### src/mcrp_pkg.sv
package mcrp_pkg;

  // Frame layout: bytes 0 to 8 are covered by the CRC, byte 9 carries it.
  localparam int unsigned FRAME_LEN = 10;
  localparam int unsigned IDX_W     = 4;
  localparam logic [IDX_W-1:0] CHECK_POS  = 4'd9;
  localparam logic [IDX_W-1:0] IDLE_INDEX = 4'd10;

  // CRC-8/MAXIM, reflected form of polynomial 0x31.
  localparam logic [7:0] CRC_POLY_REFL = 8'h8C;
  localparam logic [7:0] CRC_INIT      = 8'h00;

  // Configuration register indexes.
  localparam logic CFG_FEEDBACK_ID = 1'b0;
  localparam logic CFG_POSITION_ID = 1'b1;

  typedef enum logic [1:0] {
    ST_CRC_BAD  = 2'd0,
    ST_FEEDBACK = 2'd1,
    ST_POSITION = 2'd2,
    ST_OTHER    = 2'd3
  } frame_status_t;

  // What the frame tracker hands to the report stage for one accepted word.
  typedef struct packed {
    logic             emit;    // the check byte has been accepted
    logic             crc_ok;  // running CRC equals the check byte
    logic [7:0]       kind;    // frame byte 1, the control ID
    logic [6:0][7:0]  body;    // body[k] is frame byte k+2
  } frame_info_t;

  // One byte step of the reflected CRC, one bit per iteration.
  function automatic logic [7:0] crc8_step(input logic [7:0] crc, input logic [7:0] data);
    logic [7:0] c;
    c = crc ^ data;
    for (int k = 0; k < 8; k++) begin
      if (c[0]) begin
        c = (c >> 1) ^ CRC_POLY_REFL;
      end else begin
        c = c >> 1;
      end
    end
    return c;
  endfunction

endpackage

### src/mcrp_frame_track.sv
module mcrp_frame_track
  import mcrp_pkg::*;
(
  input  logic              clk,
  input  logic              rst_n,
  input  logic              in_accept,
  input  logic [7:0]        in_data_byte,
  input  logic              in_frame_start,
  output logic              at_check,
  output frame_info_t       info
);

  logic [IDX_W-1:0] idx_r, idx_nxt;
  logic [7:0]       crc_r, crc_nxt;
  logic [7:0]       fb_r [8];

  logic [IDX_W-1:0] eff_idx;
  logic [7:0]       eff_crc;
  logic [IDX_W-1:0] wr_pos;
  logic             fb_we;

  // A start mark restarts the count and the CRC for this very word.
  assign eff_idx  = in_frame_start ? '0 : idx_r;
  assign eff_crc  = in_frame_start ? CRC_INIT : crc_r;
  assign at_check = (eff_idx == CHECK_POS);
  assign wr_pos   = eff_idx - 4'd1;
  assign fb_we    = in_accept && (eff_idx != '0) && (eff_idx < CHECK_POS);

  always_comb begin
    idx_nxt = idx_r;
    crc_nxt = crc_r;
    if (in_accept) begin
      if (eff_idx < CHECK_POS) begin
        crc_nxt = crc8_step(eff_crc, in_data_byte);
        idx_nxt = eff_idx + 4'd1;
      end else if (at_check) begin
        idx_nxt = IDLE_INDEX;
      end else begin
        idx_nxt = eff_idx;
      end
    end
  end

  always_ff @(posedge clk) begin
    if (!rst_n) begin
      idx_r <= '0;
      crc_r <= CRC_INIT;
    end else begin
      idx_r <= idx_nxt;
      crc_r <= crc_nxt;
    end
  end

  always_ff @(posedge clk) begin
    if (fb_we) begin
      fb_r[wr_pos[2:0]] <= in_data_byte;
    end
  end

  always_comb begin
    info.emit   = in_accept && at_check;
    info.crc_ok = (eff_crc == in_data_byte);
    info.kind   = fb_r[0];
    for (int k = 0; k < 7; k++) begin
      info.body[k] = fb_r[k+1];
    end
  end

endmodule

### src/mcrp_report.sv
module mcrp_report
  import mcrp_pkg::*;
(
  input  logic               clk,
  input  logic               rst_n,
  input  frame_info_t        info,
  input  logic [7:0]         feedback_id,
  input  logic [7:0]         position_id,
  input  logic               out_ready,
  output logic               out_valid,
  output logic [1:0]         out_frame_status,
  output logic signed [15:0] out_speed_raw,
  output logic signed [15:0] out_current_raw,
  output logic [7:0]         out_temperature,
  output logic [7:0]         out_error_code,
  output logic signed [31:0] out_turn_count,
  output logic [15:0]        out_position_raw
);

  logic          valid_r, valid_nxt;
  frame_status_t status_r, status_nxt;
  logic [15:0]   speed_r, speed_nxt;
  logic [15:0]   current_r, current_nxt;
  logic [15:0]   temp_err_r, temp_err_nxt;
  logic [31:0]   turns_r, turns_nxt;
  logic [15:0]   position_r, position_nxt;

  // The held fields only move when a new word is loaded into the result slot,
  // so they double as the result register.
  always_comb begin
    valid_nxt    = valid_r && !out_ready;
    status_nxt   = status_r;
    speed_nxt    = speed_r;
    current_nxt  = current_r;
    temp_err_nxt = temp_err_r;
    turns_nxt    = turns_r;
    position_nxt = position_r;
    if (info.emit) begin
      valid_nxt = 1'b1;
      if (!info.crc_ok) begin
        status_nxt = ST_CRC_BAD;
      end else if (info.kind == feedback_id) begin
        status_nxt   = ST_FEEDBACK;
        speed_nxt    = {info.body[0], info.body[1]};
        current_nxt  = {info.body[2], info.body[3]};
        temp_err_nxt = {info.body[5], info.body[6]};
      end else if (info.kind == position_id) begin
        status_nxt   = ST_POSITION;
        turns_nxt    = {info.body[0], info.body[1], info.body[2], info.body[3]};
        position_nxt = {info.body[4], info.body[5]};
      end else begin
        status_nxt = ST_OTHER;
      end
    end
  end

  always_ff @(posedge clk) begin
    if (!rst_n) begin
      valid_r    <= 1'b0;
      status_r   <= ST_CRC_BAD;
      speed_r    <= '0;
      current_r  <= '0;
      temp_err_r <= '0;
      turns_r    <= '0;
      position_r <= '0;
    end else begin
      valid_r    <= valid_nxt;
      status_r   <= status_nxt;
      speed_r    <= speed_nxt;
      current_r  <= current_nxt;
      temp_err_r <= temp_err_nxt;
      turns_r    <= turns_nxt;
      position_r <= position_nxt;
    end
  end

  assign out_valid        = valid_r;
  assign out_frame_status = status_r;
  assign out_speed_raw    = speed_r;
  assign out_current_raw  = current_r;
  assign out_temperature  = temp_err_r[15:8];
  assign out_error_code   = temp_err_r[7:0];
  assign out_turn_count   = turns_r;
  assign out_position_raw = position_r;

endmodule

### src/crc8_checked_motor_reply_parser_unit.sv
// Channel   Direction  Handshake              Payload
// in_       input      in_valid / in_ready    in_data_byte, in_frame_start
// out_      output     out_valid / out_ready  out_frame_status and held report fields
// cfg_      input      cfg_wr_en              cfg_index, cfg_wdata
//
// One word is taken per cycle while in_ready is high; the result of a frame appears
// in the cycle after its check byte is accepted, set by the single result register.
// Reset (rst_n low at a clock edge) clears the byte count, CRC, holds and IDs.
// A waiting result stalls only the next check byte; all other words flow on.
module crc8_checked_motor_reply_parser_unit
  import mcrp_pkg::*;
(
  input  logic               clk,
  input  logic               rst_n,
  input  logic               in_valid,
  output logic               in_ready,
  input  logic [7:0]         in_data_byte,
  input  logic               in_frame_start,
  output logic               out_valid,
  input  logic               out_ready,
  output logic [1:0]         out_frame_status,
  output logic signed [15:0] out_speed_raw,
  output logic signed [15:0] out_current_raw,
  output logic [7:0]         out_temperature,
  output logic [7:0]         out_error_code,
  output logic signed [31:0] out_turn_count,
  output logic [15:0]        out_position_raw,
  input  logic               cfg_wr_en,
  input  logic               cfg_index,
  input  logic [7:0]         cfg_wdata
);

  logic [7:0]  feedback_id_r, feedback_id_nxt;
  logic [7:0]  position_id_r, position_id_nxt;
  logic        in_accept;
  logic        at_check;
  frame_info_t info;

  // The configuration registers hold the two control IDs that sort a frame.
  always_comb begin
    feedback_id_nxt = feedback_id_r;
    position_id_nxt = position_id_r;
    if (cfg_wr_en) begin
      case (cfg_index)
        CFG_FEEDBACK_ID: feedback_id_nxt = cfg_wdata;
        CFG_POSITION_ID: position_id_nxt = cfg_wdata;
        default: ;
      endcase
    end
  end

  always_ff @(posedge clk) begin
    if (!rst_n) begin
      feedback_id_r <= '0;
      position_id_r <= '0;
    end else begin
      feedback_id_r <= feedback_id_nxt;
      position_id_r <= position_id_nxt;
    end
  end

  // Only a check byte produces a result, so only a check byte has to wait for
  // the result slot to be free or being emptied in the same cycle.
  assign in_ready  = !out_valid || out_ready || !at_check;
  assign in_accept = in_valid && in_ready;

  mcrp_frame_track u_track (
    .clk            (clk),
    .rst_n          (rst_n),
    .in_accept      (in_accept),
    .in_data_byte   (in_data_byte),
    .in_frame_start (in_frame_start),
    .at_check       (at_check),
    .info           (info)
  );

  mcrp_report u_report (
    .clk              (clk),
    .rst_n            (rst_n),
    .info             (info),
    .feedback_id      (feedback_id_r),
    .position_id      (position_id_r),
    .out_ready        (out_ready),
    .out_valid        (out_valid),
    .out_frame_status (out_frame_status),
    .out_speed_raw    (out_speed_raw),
    .out_current_raw  (out_current_raw),
    .out_temperature  (out_temperature),
    .out_error_code   (out_error_code),
    .out_turn_count   (out_turn_count),
    .out_position_raw (out_position_raw)
  );

  // A result is only ever loaded into a free or draining slot.
  a_no_overwrite: assert property (@(posedge clk) disable iff (!rst_n)
    info.emit |-> (!out_valid || out_ready))
    else $error("result loaded over an unread word");

  // Every loaded result is offered on the next cycle.
  a_emit_shows: assert property (@(posedge clk) disable iff (!rst_n)
    info.emit |=> out_valid)
    else $error("loaded result not offered");

  // The speed and turn-count holds move only with a result.
  a_hold_stable: assert property (@(posedge clk) disable iff (!rst_n)
    !info.emit |=> ($stable(out_speed_raw) && $stable(out_turn_count)))
    else $error("held field changed without a frame");

  // A good frame of any kind other than feedback leaves the speed hold alone.
  a_position_keeps_speed: assert property (@(posedge clk) disable iff (!rst_n)
    (info.emit && info.crc_ok && (info.kind != feedback_id_r)) |=> $stable(out_speed_raw))
    else $error("speed changed on a non-feedback frame");

endmodule

### config.mk
export PLATFORM = sky130hd
export DESIGN_NAME = crc8_checked_motor_reply_parser_unit
export DESIGN_NICKNAME = d
export VERILOG_FILES = /design/src/mcrp_pkg.sv /design/src/mcrp_frame_track.sv /design/src/mcrp_report.sv /design/src/crc8_checked_motor_reply_parser_unit.sv
export SDC_FILE = /design/constraint.sdc
export NUM_CORES = 1
export LEC_CHECK = 0
export BUFFER_PORTS_ARGS = -buffer_cell sky130_fd_sc_hd__buf_2
export CORE_AREA = 5 5 124 126
export DETAILED_ROUTE_END_ITERATION = 10
export DIE_AREA = 0 0 129 131
export PLACE_DENSITY = 0.79
export SLEW_MARGIN = 20
export SYNTH_ARGS = -nofsm -noshare
export SYNTH_HDL_FRONTEND = slang
export SYNTH_SLANG_ARGS = --single-unit
export TNS_END_PERCENT = 50
### constraint.sdc
create_clock -name clk -period 3.58 [get_ports clk]
set_input_delay 0.179 -clock clk [delete_from_list [all_inputs] [get_ports clk]]
set_output_delay 0.179 -clock clk [all_outputs]
set_load 0.02 [all_outputs]
# [Word level (Yosys, flattened, before mapping)]
# Memories as Yosys holds them, arrays and structs flattened. A register that Yosys moved wholly into a read port is not among the register bits.
# Index checks and enable logic that the tools add are counted.
[word_totals] ramBits=64 register_bits=127 inputBits=23 n_memories=1 output_inout_bits=100 wordCells=80
[memory_table] name="u_track.fb_r" words=8 word_bits=8 rd=8 rd_ports_with_merged_regs=2 write_ports=1 line="mcrp_frame_track.sv:15" source="logic [7:0] fb_r [8];"
[classes] n_addsub=2 eq_ne=4 n_lt_le_gt_ge=1 bitwise_logic=11 n_mux=32 n_reduce_logical=18
[op_table] operator="2-to-1 mux 8 bit" n=23
[op_table] operator="== test 8 bit" n=3
[op_table] operator="inverter 2 -> 3 bit" n=8
[op_table] operator="2-to-1 mux 4 bit" n=3
[op_table] operator="bitwise XOR 8 bit" n=1
[op_table] operator="AND reduction 2 bit" n=3
[op_table] operator="logical AND 1 bit" n=5
[op_table] operator="logical NOT 1 bit" n=5
[op_table] operator="adder 4 x 1 -> 4 bit (second input constant)" n=1
[op_table] operator="== test 4 bit (second input constant)" n=1
[op_table] operator="< comparator 4 bit (second input constant)" n=1
[op_table] operator="2-to-1 mux 1 bit" n=4
[op_table] operator="2-to-1 mux 2 bit" n=2
[op_table] operator="AND reduction 4 bit" n=1
[op_table] operator="nonzero test 4 bit" n=1
[op_table] operator="AND reduction 3 bit" n=1
[op_table] operator="subtractor 3 x 1 -> 3 bit (second input constant)" n=1
[op_table] operator="logical OR 1 bit" n=2
[op_table] operator="inverter 1 bit" n=2

# [Depth between registers and ports, before layout]
# Gate-level depths: netlist (run 1).
[logic_depth] depth_word=32 depth_mapped=14 depth_no_buf=9

# [Cells and area by module]
# A second synthesis (run 1) with hierarchy kept.
[unflattened] cells_unflattened=728 area_unflattened_um2=7792.5
[by_module_without_submodules] mod="mcrp_report" instances=1 cells_per_inst=476 seq_area_each_um2=1981.9 area_per_inst_um2=4245.3
[by_module_without_submodules] mod="mcrp_frame_track" instances=1 cells_per_inst=188 seq_area_each_um2=2162.1 area_per_inst_um2=2920.3
[by_module_without_submodules] mod="crc8_checked_motor_reply_parser_unit" instances=1 cells_per_inst=64 seq_area_each_um2=320.3 area_per_inst_um2=626.9

# [Least setup slack after synthesis (run 1)]
# No wires, ideal clock.
[synth_path] kind="input -> register" from="in in_frame_start" to="mem u_track.fb_r[5][0] (enable)" stages=11 setup_time_ns=0.383 arrival_time_ns=2.643 t_required_ns=3.197 path_slack_ns=0.553 cell_sequence="buf_2 > clkbuf_1 > nand2b_1 > inv_1 > ha_1 > and4bb_1 > nand2b_1 > and3_1 > buf_2 > nand3_1 > nor3_1"
[synth_via] elab_chain_cells=9 word_cells_on_any_way=12 classes_between="add/sub (1); order compare (1); eq/ne (1); mux (3); reduce/logical (6)"
[synth_lines] element="from (decl)" line="crc8_checked_motor_reply_parser_unit.sv:18" source="input logic in_frame_start,"
[synth_lines] element="2-to-1 mux 4 bit" line="mcrp_frame_track.sv:23" source="assign eff_idx = in_frame_start ? '0 : idx_r;"
[synth_lines] element="== test 4 bit" line="mcrp_frame_track.sv:25" source="assign at_check = (eff_idx == CHECK_POS);"
[synth_lines] element="logical NOT 1 bit" line="crc8_checked_motor_reply_parser_unit.sv:64" source="assign in_ready = !out_valid || out_ready || !at_check;"
[synth_lines] element="logical OR 1 bit" line="crc8_checked_motor_reply_parser_unit.sv:64"
[synth_lines] element="net in_ready" line="crc8_checked_motor_reply_parser_unit.sv:16" source="output logic in_ready,"
[synth_lines] element="logical AND 1 bit" line="crc8_checked_motor_reply_parser_unit.sv:65" source="assign in_accept = in_valid && in_ready;"
[synth_lines] element="logical AND 1 bit (2 in a row)" line="mcrp_frame_track.sv:27" source="assign fb_we = in_accept && (eff_idx != '0) && (eff_idx < CHECK_POS);"
[synth_lines] element="2-to-1 mux 1 bit" line="mcrp_frame_track.sv:55" source="if (fb_we) begin"
[synth_lines] element="2-to-1 mux 1 bit (implied by the code)" line="mcrp_frame_track.sv:56" source="fb_r[wr_pos[2:0]] <= in_data_byte;"
[synth_lines] element="to (decl)" line="mcrp_frame_track.sv:15"
# The timed path passes the listed nets, and every way through them passes these cells.

# [Worst setup path in the final report (run 1)]
[layout_path] from="reg u_track.idx_r[0]" to="mem u_track.fb_r[3][2] (enable)"
[layout_via] elab_chain_cells=9 word_cells_on_any_way=12 classes_between="add/sub (1); order compare (1); eq/ne (1); mux (3); reduce/logical (6)"
[layout_lines] element="from (decl)" line="mcrp_frame_track.sv:13" source="logic [IDX_W-1:0] idx_r, idx_nxt;"
[layout_lines] element="from (signal assigned)" line="mcrp_frame_track.sv:49" source="idx_r <= idx_nxt;"
[layout_lines] element="2-to-1 mux 4 bit (*)" line="mcrp_frame_track.sv:23"
[layout_lines] element="== test 4 bit" line="mcrp_frame_track.sv:25"
[layout_lines] element="logical NOT 1 bit" line="crc8_checked_motor_reply_parser_unit.sv:64"
[layout_lines] element="logical OR 1 bit" line="crc8_checked_motor_reply_parser_unit.sv:64"
[layout_lines] element="logical AND 1 bit" line="crc8_checked_motor_reply_parser_unit.sv:65"
[layout_lines] element="logical AND 1 bit (2 in a row)" line="mcrp_frame_track.sv:27"
[layout_lines] element="2-to-1 mux 1 bit" line="mcrp_frame_track.sv:55"
[layout_lines] element="2-to-1 mux 1 bit (implied by the code)" line="mcrp_frame_track.sv:56"
# Every way passes the cells marked *; elsewhere a longest branch is shown, timed or not.

==> run_results.csv, run 1 <==
group,metric,value,unit
final_layout,synthToLayoutAreaGrowth,17.0,%
clock_network,cts.sinks,191,
detailed_routing,ant_nets,0,
detailed_routing,drt-wirelength-per-cell,16.8,um
global_route,grt_pass1_wl,26000,um
yosys,synth_area,0.00756,mm2
worst_setup_path,worstPathMaxFanout,10,
status,outcome,"finished, final reports clean",
clock_network,cts_setup_buffers,0,
power,p_leak,3.42,nW
final_layout,final_nets,810,
final_layout,multi_input_area,0.00287,mm2
clock_network,cts_max_path_buffers,2,
final_layout,fin_util,0.623,
worst_setup_path,cpLargestDelayFamily,"simple AND/OR/NAND/NOR gates",
floorplanning,die_y,131,um
yosys,synth_seq_cells,191,
timing,whs,0.0263,ns
global_route,grt_antenna_before_repair,0,
job,drv_cap,0,
floorplanning,io-pin-count,123,
detailed_routing,drc,0,
yosys,synth-edff-count,64,
timing,min_period,2.80,ns
floorplanning,die_area,0.0169,mm2
worst_setup_path,path_cells,"nand2b_1 -> inv_1 -> ha_1 -> and4bb_1 -> nand2b_1 -> and3_1 -> nand3_1 -> nor2_1",
detailed_routing,num_vias,5152,
clock_network,ctsResizeCount,0,
clock_network,cts_root_buf,"clkbuf_16",
detailed_routing,wl,16500,um
placed_design,port_buffers,122,
yosys,yosys_most_used_dff,"dfxtp_1",
clock_network,worstSkewPairLatency,0.43,ns
yosys,syn_nets,703,
yosys,syn_area_per_cell,11.2,um2
power,ir_drop,320,uV
worst_setup_path,worstSetupEndpointType,"flip-flop",
final_layout,diodes,0,
yosys,synthArstFlopShare,0,
clock_network,cts_max_level,4,
yosys,synth_cells,677,
placed_design,place.gp.congestion,0.809,
placed_design,dpl.hpwl,11200,um
global_route,overflow,0,
final_layout,drive_gt1_frac,0.206,
worst_setup_path,start_kind,"flip-flop",
worst_setup_path,crit_type,"flip-flop to flip-flop",
global_route,grt_pass1_vias,5012,
yosys,ys_warn_count,0,
worst_hold_path,hold_class,"primary input to flip-flop",
global_route,track_usage,0.199,
timing,drv_slew,0,
clock_network,cts_tree,"done",
yosys,ys_seq_area_frac,0.590,
final_layout,fillers,1169,
worst_setup_path,cpPeakStageDelay,0.58,ns
timing,slew_headroom,0.421,
timing,finalClockSkew,0.00820,ns
power,power,4.49,mW
global_route,grt_max_degree,95,
timing,rsz0062_at_grt,"no",
timing,max_freq,357,MHz
clock_network,cts_buffers,17,
timing,setup_viol,0,
worst_setup_path,arrival,2.87,ns
yosys,ys_types,40,
floorplanning,start_util,0.533,
clock_network,ctsHoldBuffers,0,
clock_network,path_clk_slew,0.07,ns
floorplanning,num_rows,44,
power,power.density,507,mW/mm2
detailed_routing,first_pass_iters,5,
final_layout,fin_cells,981,
timing,post-route-period-util,0.783,
floorplanning,die_w,129,um
timing,tightest_slew,0.868,ns
detailed_routing,via_per_inst,5.25,
worst_setup_path,crit_path_top_delay_cell,"nor2_1",
placed_design,dp_cells,949,
floorplanning,core-area,0.0142,mm2
worst_setup_path,critPathBufInv,1,
final_layout,seq_area,0.00446,mm2
worst_setup_path,crit_top_cell,"nand2b_1",
timing,tns,0,ns
worst_setup_path,crit_required,3.64,ns
timing,hold_violations,0,
detailed_routing,dr.first_iter.drc_count,336,
## area by class of cell
class / instances / area share
Sequential cell: 191 / 0.504
Multi-Input combinational cell: 443 / 0.325
Timing Repair Buffer: 128 / 0.0786
Clock buffer: 24 / 0.0592
Tap cell: 184 / 0.0260
Clock inverter: 8 / 0.00566
Inverter: 3 / 0.00127
## metrics by stage
stage               cell area, um2  worst slack, ns
global route                  8850            0.561
detailed placement            8280            0.574
finish                        8850            0.777
global placement              8280            0.746
CTS                           8850            0.817
floorplan                     7560            0.553
## logic make-up (layout without fill, tap and decap cells)
kind of cell / Yosys count / count (layout) / synth area share
buffers and inverters: 43 / 163 / 0.0309
XOR/XNOR: 44 / 44 / 0.0538
flip-flops: 191 / 191 / 0.590
adder cells (fa/ha/maj): 3 / 3 / 0.00496
AND/OR/NAND/NOR: 254 / 254 / 0.148
AO/OA/AOI/OAI: 34 / 34 / 0.0293
multiplexers: 108 / 108 / 0.143
## routing by layer
metal / track usage / up-vias / wire (um)
met4: 0.0803 / 0 / 268
met3: 0.0407 / 24 / 750
li1: - / 2494 / -
met1: 0.243 / 2518 / 6940
met2: 0.347 / 116 / 8500
met5: 0 / - / 0
## worst register-to-register path, delay by kind of cell (launching register included)
family	cells	cell delay, ns
AND/OR/NAND/NOR	6	1.76
flip-flops	1	0.34
adder cells (fa/ha/maj)	1	0.21
buffers and inverters	1	0.12
## worst paths after layout
kind	startpoint	endpoint	slack, ns	cells after the start
max	u_track.idx_r[0]	u_track.fb_r[3][2]	0.78	8
max reg2reg	u_track.idx_r[0]	u_track.fb_r[3][2]	0.78	8
min reg2reg	u_report.out_current_raw[10]	u_report.out_current_raw[10]	0.45	2
min	cfg_wdata[6]	feedback_id_r[6]	0.03	3
## report_power, final
| part | internal (mW) | leakage (nW) | switching, mW |
|---|---|---|---|
| Combinational | 0.158 | 1.53 | 0.196 |
| Sequential | 2.28 | 1.60 | 0.0424 |
| Clock | 1.02 | 0.286 | 0.786 |
| Total | 3.46 | 3.42 | 1.02 |
## Yosys cell counts (2+ instances only)
cell type / instances / share of area
mux2i_1: 108 / 0.14
a21boi_0: 10 / 0.0099
buf_6: 4 / 0.0060
buf_8: 2 / 0.0040
ha_1: 3 / 0.0050
inv_1: 3 / 0.0015
dfxtp_1: 127 / 0.34
o21ai_0: 10 / 0.0066
nand2b_1: 9 / 0.0074
nand3_1: 11 / 0.0073
nand2_1: 173 / 0.086
and2_1: 4 / 0.0033
nand4_1: 5 / 0.0041
xor2_1: 2 / 0.0023
o22ai_1: 2 / 0.0017
nor2b_1: 18 / 0.015
buf_2: 4 / 0.0026
a21oi_1: 3 / 0.0020
clkbuf_1: 25 / 0.012
edfxtp_1: 64 / 0.25
buf_4: 4 / 0.0040
and4bb_1: 2 / 0.0033
nor2_1: 22 / 0.011
o32ai_1: 2 / 0.0023
nor3_1: 4 / 0.0026
a31oi_1: 3 / 0.0025
xnor2_1: 40 / 0.046
## cell usage in the layout, fill, tap and decap left out, types with 4 or more instances in the layout
| cell type | netlist | final |
|---|---|---|
| a21boi_0 | 10 | 10 |
| and2_1 | 4 | 4 |
| buf_2 | 4 | 121 |
| buf_4 | 4 | 4 |
| clkbuf_16 | 0 | 19 |
| clkinv_2 | 0 | 5 |
| dfxtp_1 | 127 | 127 |
| edfxtp_1 | 64 | 64 |
| mux2i_1 | 108 | 108 |
| nand2_1 | 173 | 173 |
| nand2b_1 | 9 | 9 |
| nand3_1 | 11 | 11 |
| nand4_1 | 5 | 5 |
| nor2_1 | 22 | 22 |
| nor2b_1 | 18 | 17 |
| nor3_1 | 4 | 4 |
| o21ai_0 | 10 | 10 |
| xnor2_1 | 40 | 40 |
## state kept, by name, summed over array words and instances, names as in the netlist
name,cells
position_id_r,8
u_report.out_valid,1
u_track.fb_r,64
u_report.out_current_raw,16
u_report.out_frame_status,2
u_report.temp_err_r,16
u_report.out_position_raw,16
u_report.out_turn_count,32
u_track.crc_r,8
u_track.idx_r,4
u_report.out_speed_raw,16
feedback_id_r,8
Note: power is estimated with default switching activity, not from simulation.
==> run 2, diff against run 1 <==
Settings changed: ABC_AREA set to 1, CORE_AREA 5 5 124 126 to 5 5 126 128, DIE_AREA 0 0 129 131 to 0 0 131 133, PLACE_DENSITY 0.79 to 0.78.
Clock period 3.58 ns to 2.7 ns, I/O delays scaled along.
==> run_results.csv, run 2 <==
group,metric,value,unit
placed_design,dp_cells,1232,
yosys,synth_cells,944,
yosys,yosys-top-cells-area,"dfxtp_1 (33%), edfxtp_1 (25%), nor2_1 (12%), nand2_1 (8.5%), nand3_1 (6.9%)",
floorplanning,start_util,0.530,
detailed_routing,drt-wirelength-per-cell,14.3,um
job,drv_cap,0,
detailed_routing,num_vias,6438,
yosys,synth_top_cell_area_share,0.325,
timing,min_period,2.37,ns
yosys,synth_seq_cells,191,
status,outcome,"finished, final reports clean",
clock_network,cts_buffers,17,
final_layout,diodes,0,
detailed_routing,drc,0,
placed_design,dpl.hpwl,12300,um
worst_setup_path,worstSetupEndpointType,"flip-flop",
power,ir_drop,431,uV
clock_network,cts.sinks,191,
detailed_routing,dr.first_iter.drc_count,421,
floorplanning,die_area,0.0174,mm2
timing,tightest_slew,0.897,ns
detailed_routing,ant_nets,0,
timing,setup_viol,0,
placed_design,dpl_cell_area,0.00869,mm2
timing,finalClockSkew,0.00803,ns
final_layout,fin_util,0.634,
yosys,ys_seq_area_frac,0.571,
worst_setup_path,r2r-start,"u_track.idx_r[0]",
clock_network,cts_tree,"done",
detailed_routing,wl,18200,um
power,p_leak,4.36,nW
global_route,grt_antenna_before_repair,0,
final_layout,final_nets,1097,
worst_setup_path,worstPathMaxFanout,8,
global_route,grt_pass1_wl,29400,um
timing,post-route-period-util,0.876,
final_layout,synthToLayoutAreaGrowth,19.7,%
clock_network,cts_root_buf,"clkbuf_16",
yosys,ys_warn_count,0,
final_layout,largest_reg_flops,64,
global_route,track_usage,0.215,
worst_setup_path,arrival,2.51,ns
worst_setup_path,startpoint,"u_track.idx_r[0]",
clock_network,cts_max_path_buffers,2,
yosys,synth-edff-count,64,
yosys,synthMostInstantiatedCell,"nor2_1",
worst_hold_path,min_from,"out_ready",
final_layout,layout_common_cells,"nor2_1 (243), nand2_1 (178), dfxtp_1 (127)",
timing,slew_headroom,0.402,
timing,tns,0,ns
clock_network,worstSkewPairLatency,0.43,ns
timing,drv_slew,0,
yosys,syn_nets,970,
yosys,yosys_most_used_dff,"dfxtp_1",
timing,max_freq,423,MHz
timing,rsz0062_at_grt,"no",
global_route,grt_pass1_vias,6057,
yosys,syn_area_per_cell,8.28,um2
clock_network,cts_max_level,4,
detailed_routing,first_pass_iters,5,
global_route,overflow,0,
timing,hold_violations,0,
yosys,synth_commonest_cells,"nor2_1 (245), nand2_1 (178), dfxtp_1 (127), nand3_1 (107), inv_1 (86)",
yosys,synthArstFlopShare,0,
placed_design,port_buffers,122,
placed_design,place.gp.congestion,0.907,
yosys,ys_types,29,
final_layout,fillers,1249,
worst_setup_path,crit_required,2.84,ns
power,power.density,623,mW/mm2
power,power,5.82,mW
clock_network,cts_setup_buffers,0,
yosys,synth_area,0.00782,mm2
floorplanning,num_rows,45,
final_layout,multi_input_area,0.00278,mm2
floorplanning,core-area,0.0148,mm2
global_route,grt_max_degree,93,
clock_network,ctsResizeCount,0,
floorplanning,die_w,131,um
final_layout,drive_gt1_frac,0.178,
floorplanning,die_y,133,um
worst_setup_path,start_kind,"flip-flop",
yosys,yosysTopAreaCell,"dfxtp_1",
clock_network,path_clk_slew,0.06,ns
worst_setup_path,crit_type,"flip-flop to flip-flop",
final_layout,fin_cells,1272,
final_layout,fin_area,0.00935,mm2
final_layout,layout_commonest_cell,"nor2_1",
floorplanning,io-pin-count,123,
worst_hold_path,hold_class,"primary input to flip-flop",
detailed_routing,via_per_inst,5.06,
final_layout,seq_area,0.00446,mm2
-- run 2: cell count changes in the layout (fill, tap and decap cells not counted), sizes merged, moves of 9 or more --
| cell | change |
|---|---|
| a21boi | -10 |
| a21oi | +12 |
| buf | +18 |
| inv | +87 |
| mux2i | -108 |
| nand2b | -9 |
| nand3 | +95 |
| nor2 | +226 |
| nor2b | -18 |
| o21ai | +11 |
| xnor2 | -35 |
| xor2 | +12 |
-- run 2: cell families (layout without fill, tap and decap cells) --
group	Yosys count	after routing	synth area share
XOR/XNOR	20	20	0.0277
AO/OA/AOI/OAI	44	44	0.0307
adder cells (fa/ha/maj)	3	3	0.00480
buffers and inverters	137	277	0.0768
AND/OR/NAND/NOR	549	549	0.289
flip-flops	191	191	0.571
-- run 2: layer usage --
layer  routed length (um)  track usage  vias to the layer above
met5                    0            0                        -
met1                 7490        0.272                     2974
met4                  359       0.0777                        0
met3                 1260       0.0452                       37
li1                     -            -                     3219
met2                 9120        0.359                      208
-- run 2: final timing paths --
kind / depth (start not counted) / endpoint / slack (ns)
setup / recovery: 12 / u_track.fb_r[3][1] / 0.33
hold / removal: 4 / u_report.out_valid / 0.03
setup reg to reg: 12 / u_track.fb_r[3][1] / 0.33
hold reg to reg: 2 / u_report.out_current_raw[12] / 0.46
-- run 2: critical path, cell delays in order, from the launching register on --
cell and delay (ns):
dfxtp_1 0.32, nand2_1 0.08, buf_4 0.12, ha_1 0.17, inv_1 0.06, o21ai_0 0.33
inv_1 0.07, nor2_1 0.14, inv_1 0.07, a31oi_1 0.19, nand2_1 0.18, nor2_1 0.14
buf_4 0.19
-- run 2: final cells by class --
type | instances | share of cell area
clock inverters | 9 | 0.00883
well taps | 188 | 0.0251
inverters | 91 | 0.0365
repair buffers | 154 | 0.101
multi-input cells | 616 | 0.297
flip-flops and latches | 191 | 0.477
clock buffers | 23 | 0.0534
-- run 2: power by group --
part	leakage (nW)	switching [mW]	internal [mW]	total, mW
registers	1.61	0.0240	3.01	3.04
logic	2.47	0.231	0.125	0.356
clock network	0.286	1.04	1.40	2.43
-- run 2: per-stage QoR --
step                      hold slack (ns)  setup WS (ns)
after global routing               0.0393         0.0141
final                              0.0304          0.334
after floorplan                     0.234          0.223
after CTS                          0.0118          0.363
after global placement              0.372          0.349
after detailed placement            0.383          0.279
-- run 2: what timing repair did --
action,in CTS,in global routing
hold buffers,8,0
endpoints found under the hold margin,13,0
endpoints found under the setup margin,0,0
==> run 3, diff against run 2 <==
Settings changed: CELL_PAD_IN_SITES_DETAIL_PLACEMENT set to 1, CELL_PAD_IN_SITES_GLOBAL_PLACEMENT set to 1, CORE_AREA 5 5 126 128 to 5 5 143 145, DIE_AREA 0 0 131 133 to 0 0 148 150, PLACE_DENSITY 0.78 to 0.8.
==> run_results.csv, run 3 (synthesis gave the netlist of run 2 again) <==
group,metric,value,unit
floorplanning,num_rows,51,
worst_hold_path,min_from,"out_ready",
timing,post-route-period-util,0.900,
clock_network,cts_buffers,17,
timing,finalClockSkew,0.00729,ns
global_route,grt_max_degree,57,
job,drv_cap,0,
power,power.density,631,mW/mm2
worst_hold_path,holdPathEnd,"u_report.out_valid",
clock_network,path_clk_slew,0.07,ns
detailed_routing,via_per_inst,4.88,
placed_design,place.gp.congestion,0.832,
clock_network,cts_root_buf,"clkbuf_16",
worst_hold_path,hold_depth,4,
worst_setup_path,reg2reg_depth,11,
placed_design,dp_slack,0.222,ns
global_route,overflow,0,
detailed_routing,num_vias,6433,
power,ir_drop,506,uV
worst_setup_path,crit_required,2.84,ns
clock_network,cts.sinks,191,
power,power,5.93,mW
detailed_routing,drc,0,
placed_design,dpl.hpwl,14400,um
placed_design,port_buffers,122,
worst_setup_path,worstSetupEndpointType,"flip-flop",
worst_setup_path,crit_type,"flip-flop to flip-flop",
clock_network,cts_tree,"done",
timing,rsz0062_at_grt,"no",
timing,drv_slew,0,
timing,tightest_slew,0.543,ns
power,p_leak,4.35,nW
final_layout,diodes,0,
worst_setup_path,startpoint,"u_track.idx_r[0]",
timing,tns,0,ns
detailed_routing,dr.first_iter.drc_count,324,
detailed_routing,ant_nets,0,
global_route,grt_pass1_vias,6687,
timing,fin_ws,0.269,ns
floorplanning,die_w,148,um
worst_setup_path,r2r_slack,0.27,ns
floorplanning,core-area,0.0191,mm2
final_layout,fillers,2336,
clock_network,cts_max_level,4,
clock_network,cts_setup_buffers,0,
final_layout,drive_gt1_frac,0.177,
timing,max_freq,411,MHz
worst_setup_path,worstPathMaxFanout,8,
worst_hold_path,hold_class,"primary input to flip-flop",
final_layout,seq_area,0.00446,mm2
timing,slew_headroom,0.638,
floorplanning,die_area,0.0222,mm2
clock_network,worstSkewPairLatency,0.43,ns
clock_network,cts_max_path_buffers,2,
final_layout,layout_commonest_cell,"nor2_1",
final_layout,final_nets,1093,
final_layout,multi_input_area,0.00278,mm2
floorplanning,die_y,150,um
timing,min_period,2.43,ns
timing,hold_violations,0,
status,outcome,"finished, final reports clean",
floorplanning,start_util,0.410,
final_layout,synthToLayoutAreaGrowth,20.2,%
worst_setup_path,start_kind,"flip-flop",
final_layout,layout_common_cells,"nor2_1 (243), nand2_1 (178), dfxtp_1 (127)",
timing,whs,0.0204,ns
floorplanning,io-pin-count,123,
global_route,grt_pass1_wl,34500,um
worst_setup_path,r2r-start,"u_track.idx_r[0]",
detailed_routing,first_pass_iters,4,
detailed_routing,wl,21500,um
global_route,grt_antenna_before_repair,0,
global_route,track_usage,0.197,
worst_setup_path,arrival,2.57,ns
detailed_routing,drt-wirelength-per-cell,16.3,um
final_layout,largest_reg_flops,64,
worst_setup_path,regToRegEndpoint,"u_track.fb_r[0][0]",
timing,setup_viol,0,
## run 3: changes by cell type in the layout (fill, tap and decap cells not counted), sizes merged
cell	delta
buf	-4
clkinvlp	+1
inv	+4
clkbuf	-2
clkinv	-3
## run 3: per-layer routing
layer	share of wire	track usage	wire [um]	vias to the layer above
met1	0.44	0.244	9400	3071
li1	-	-	-	3197
met2	0.50	0.349	10700	136
met3	0.046	0.0363	996	29
met5	0	0	0	-
met4	0.020	0.0614	437	0
## run 3: worst max path at each step
| stage | end | slack, ns | cells past startpoint |
|---|---|---|---|
| global placement | u_track.fb_r[3][5] | 0.40 | 13 |
| detailed placement | u_track.fb_r[0][3] | 0.22 | 13 |
| CTS | u_track.fb_r[0][5] | 0.27 | 11 |
| floorplan | u_track.fb_r[4][0] | 0.22 | 12 |
| finish | u_track.fb_r[0][0] | 0.27 | 11 |
| global route | u_track.fb_r[0][3] | 0.07 | 11 |
## run 3: worst max-delay path, stage by stage (launching register included)
cell,delay (ns)
dfxtp_1,0.33
nand2_1,0.14
ha_1,0.22
inv_1,0.06
o21ai_0,0.31
inv_1,0.09
nor2_1,0.15
inv_1,0.08
a31oi_1,0.21
nand2_1,0.17
nor2_1,0.17
buf_4,0.20
## run 3: power by group
| group | switching [mW] | total [mW] | internal (mW) |
|---|---|---|---|
| clock network | 1.11 | 2.52 | 1.41 |
| registers | 0.0249 | 3.04 | 3.01 |
| logic | 0.248 | 0.373 | 0.125 |
## run 3: what timing repair did
item,CTS,global route
hold buffers,8,0
gates resized for setup,0,0
endpoints found under the hold margin,12,0
## run 3: final cells by class
cell class,count,share of cell area
clock buffers,21,0.0525
multi-input cells,616,0.296
well taps,238,0.0317
clock inverters,11,0.0105
repair buffers,150,0.0977
inverters,91,0.0364
flip-flops and latches,191,0.475
## run 3: stage by stage
step,util,cells,area (um2)
global route,0.492,1318,9400
floorplan,-,944,7820
detailed placement,0.457,1278,8720
CTS,0.492,1318,9400
global placement,0.457,1278,8720
finish,0.492,1318,9400
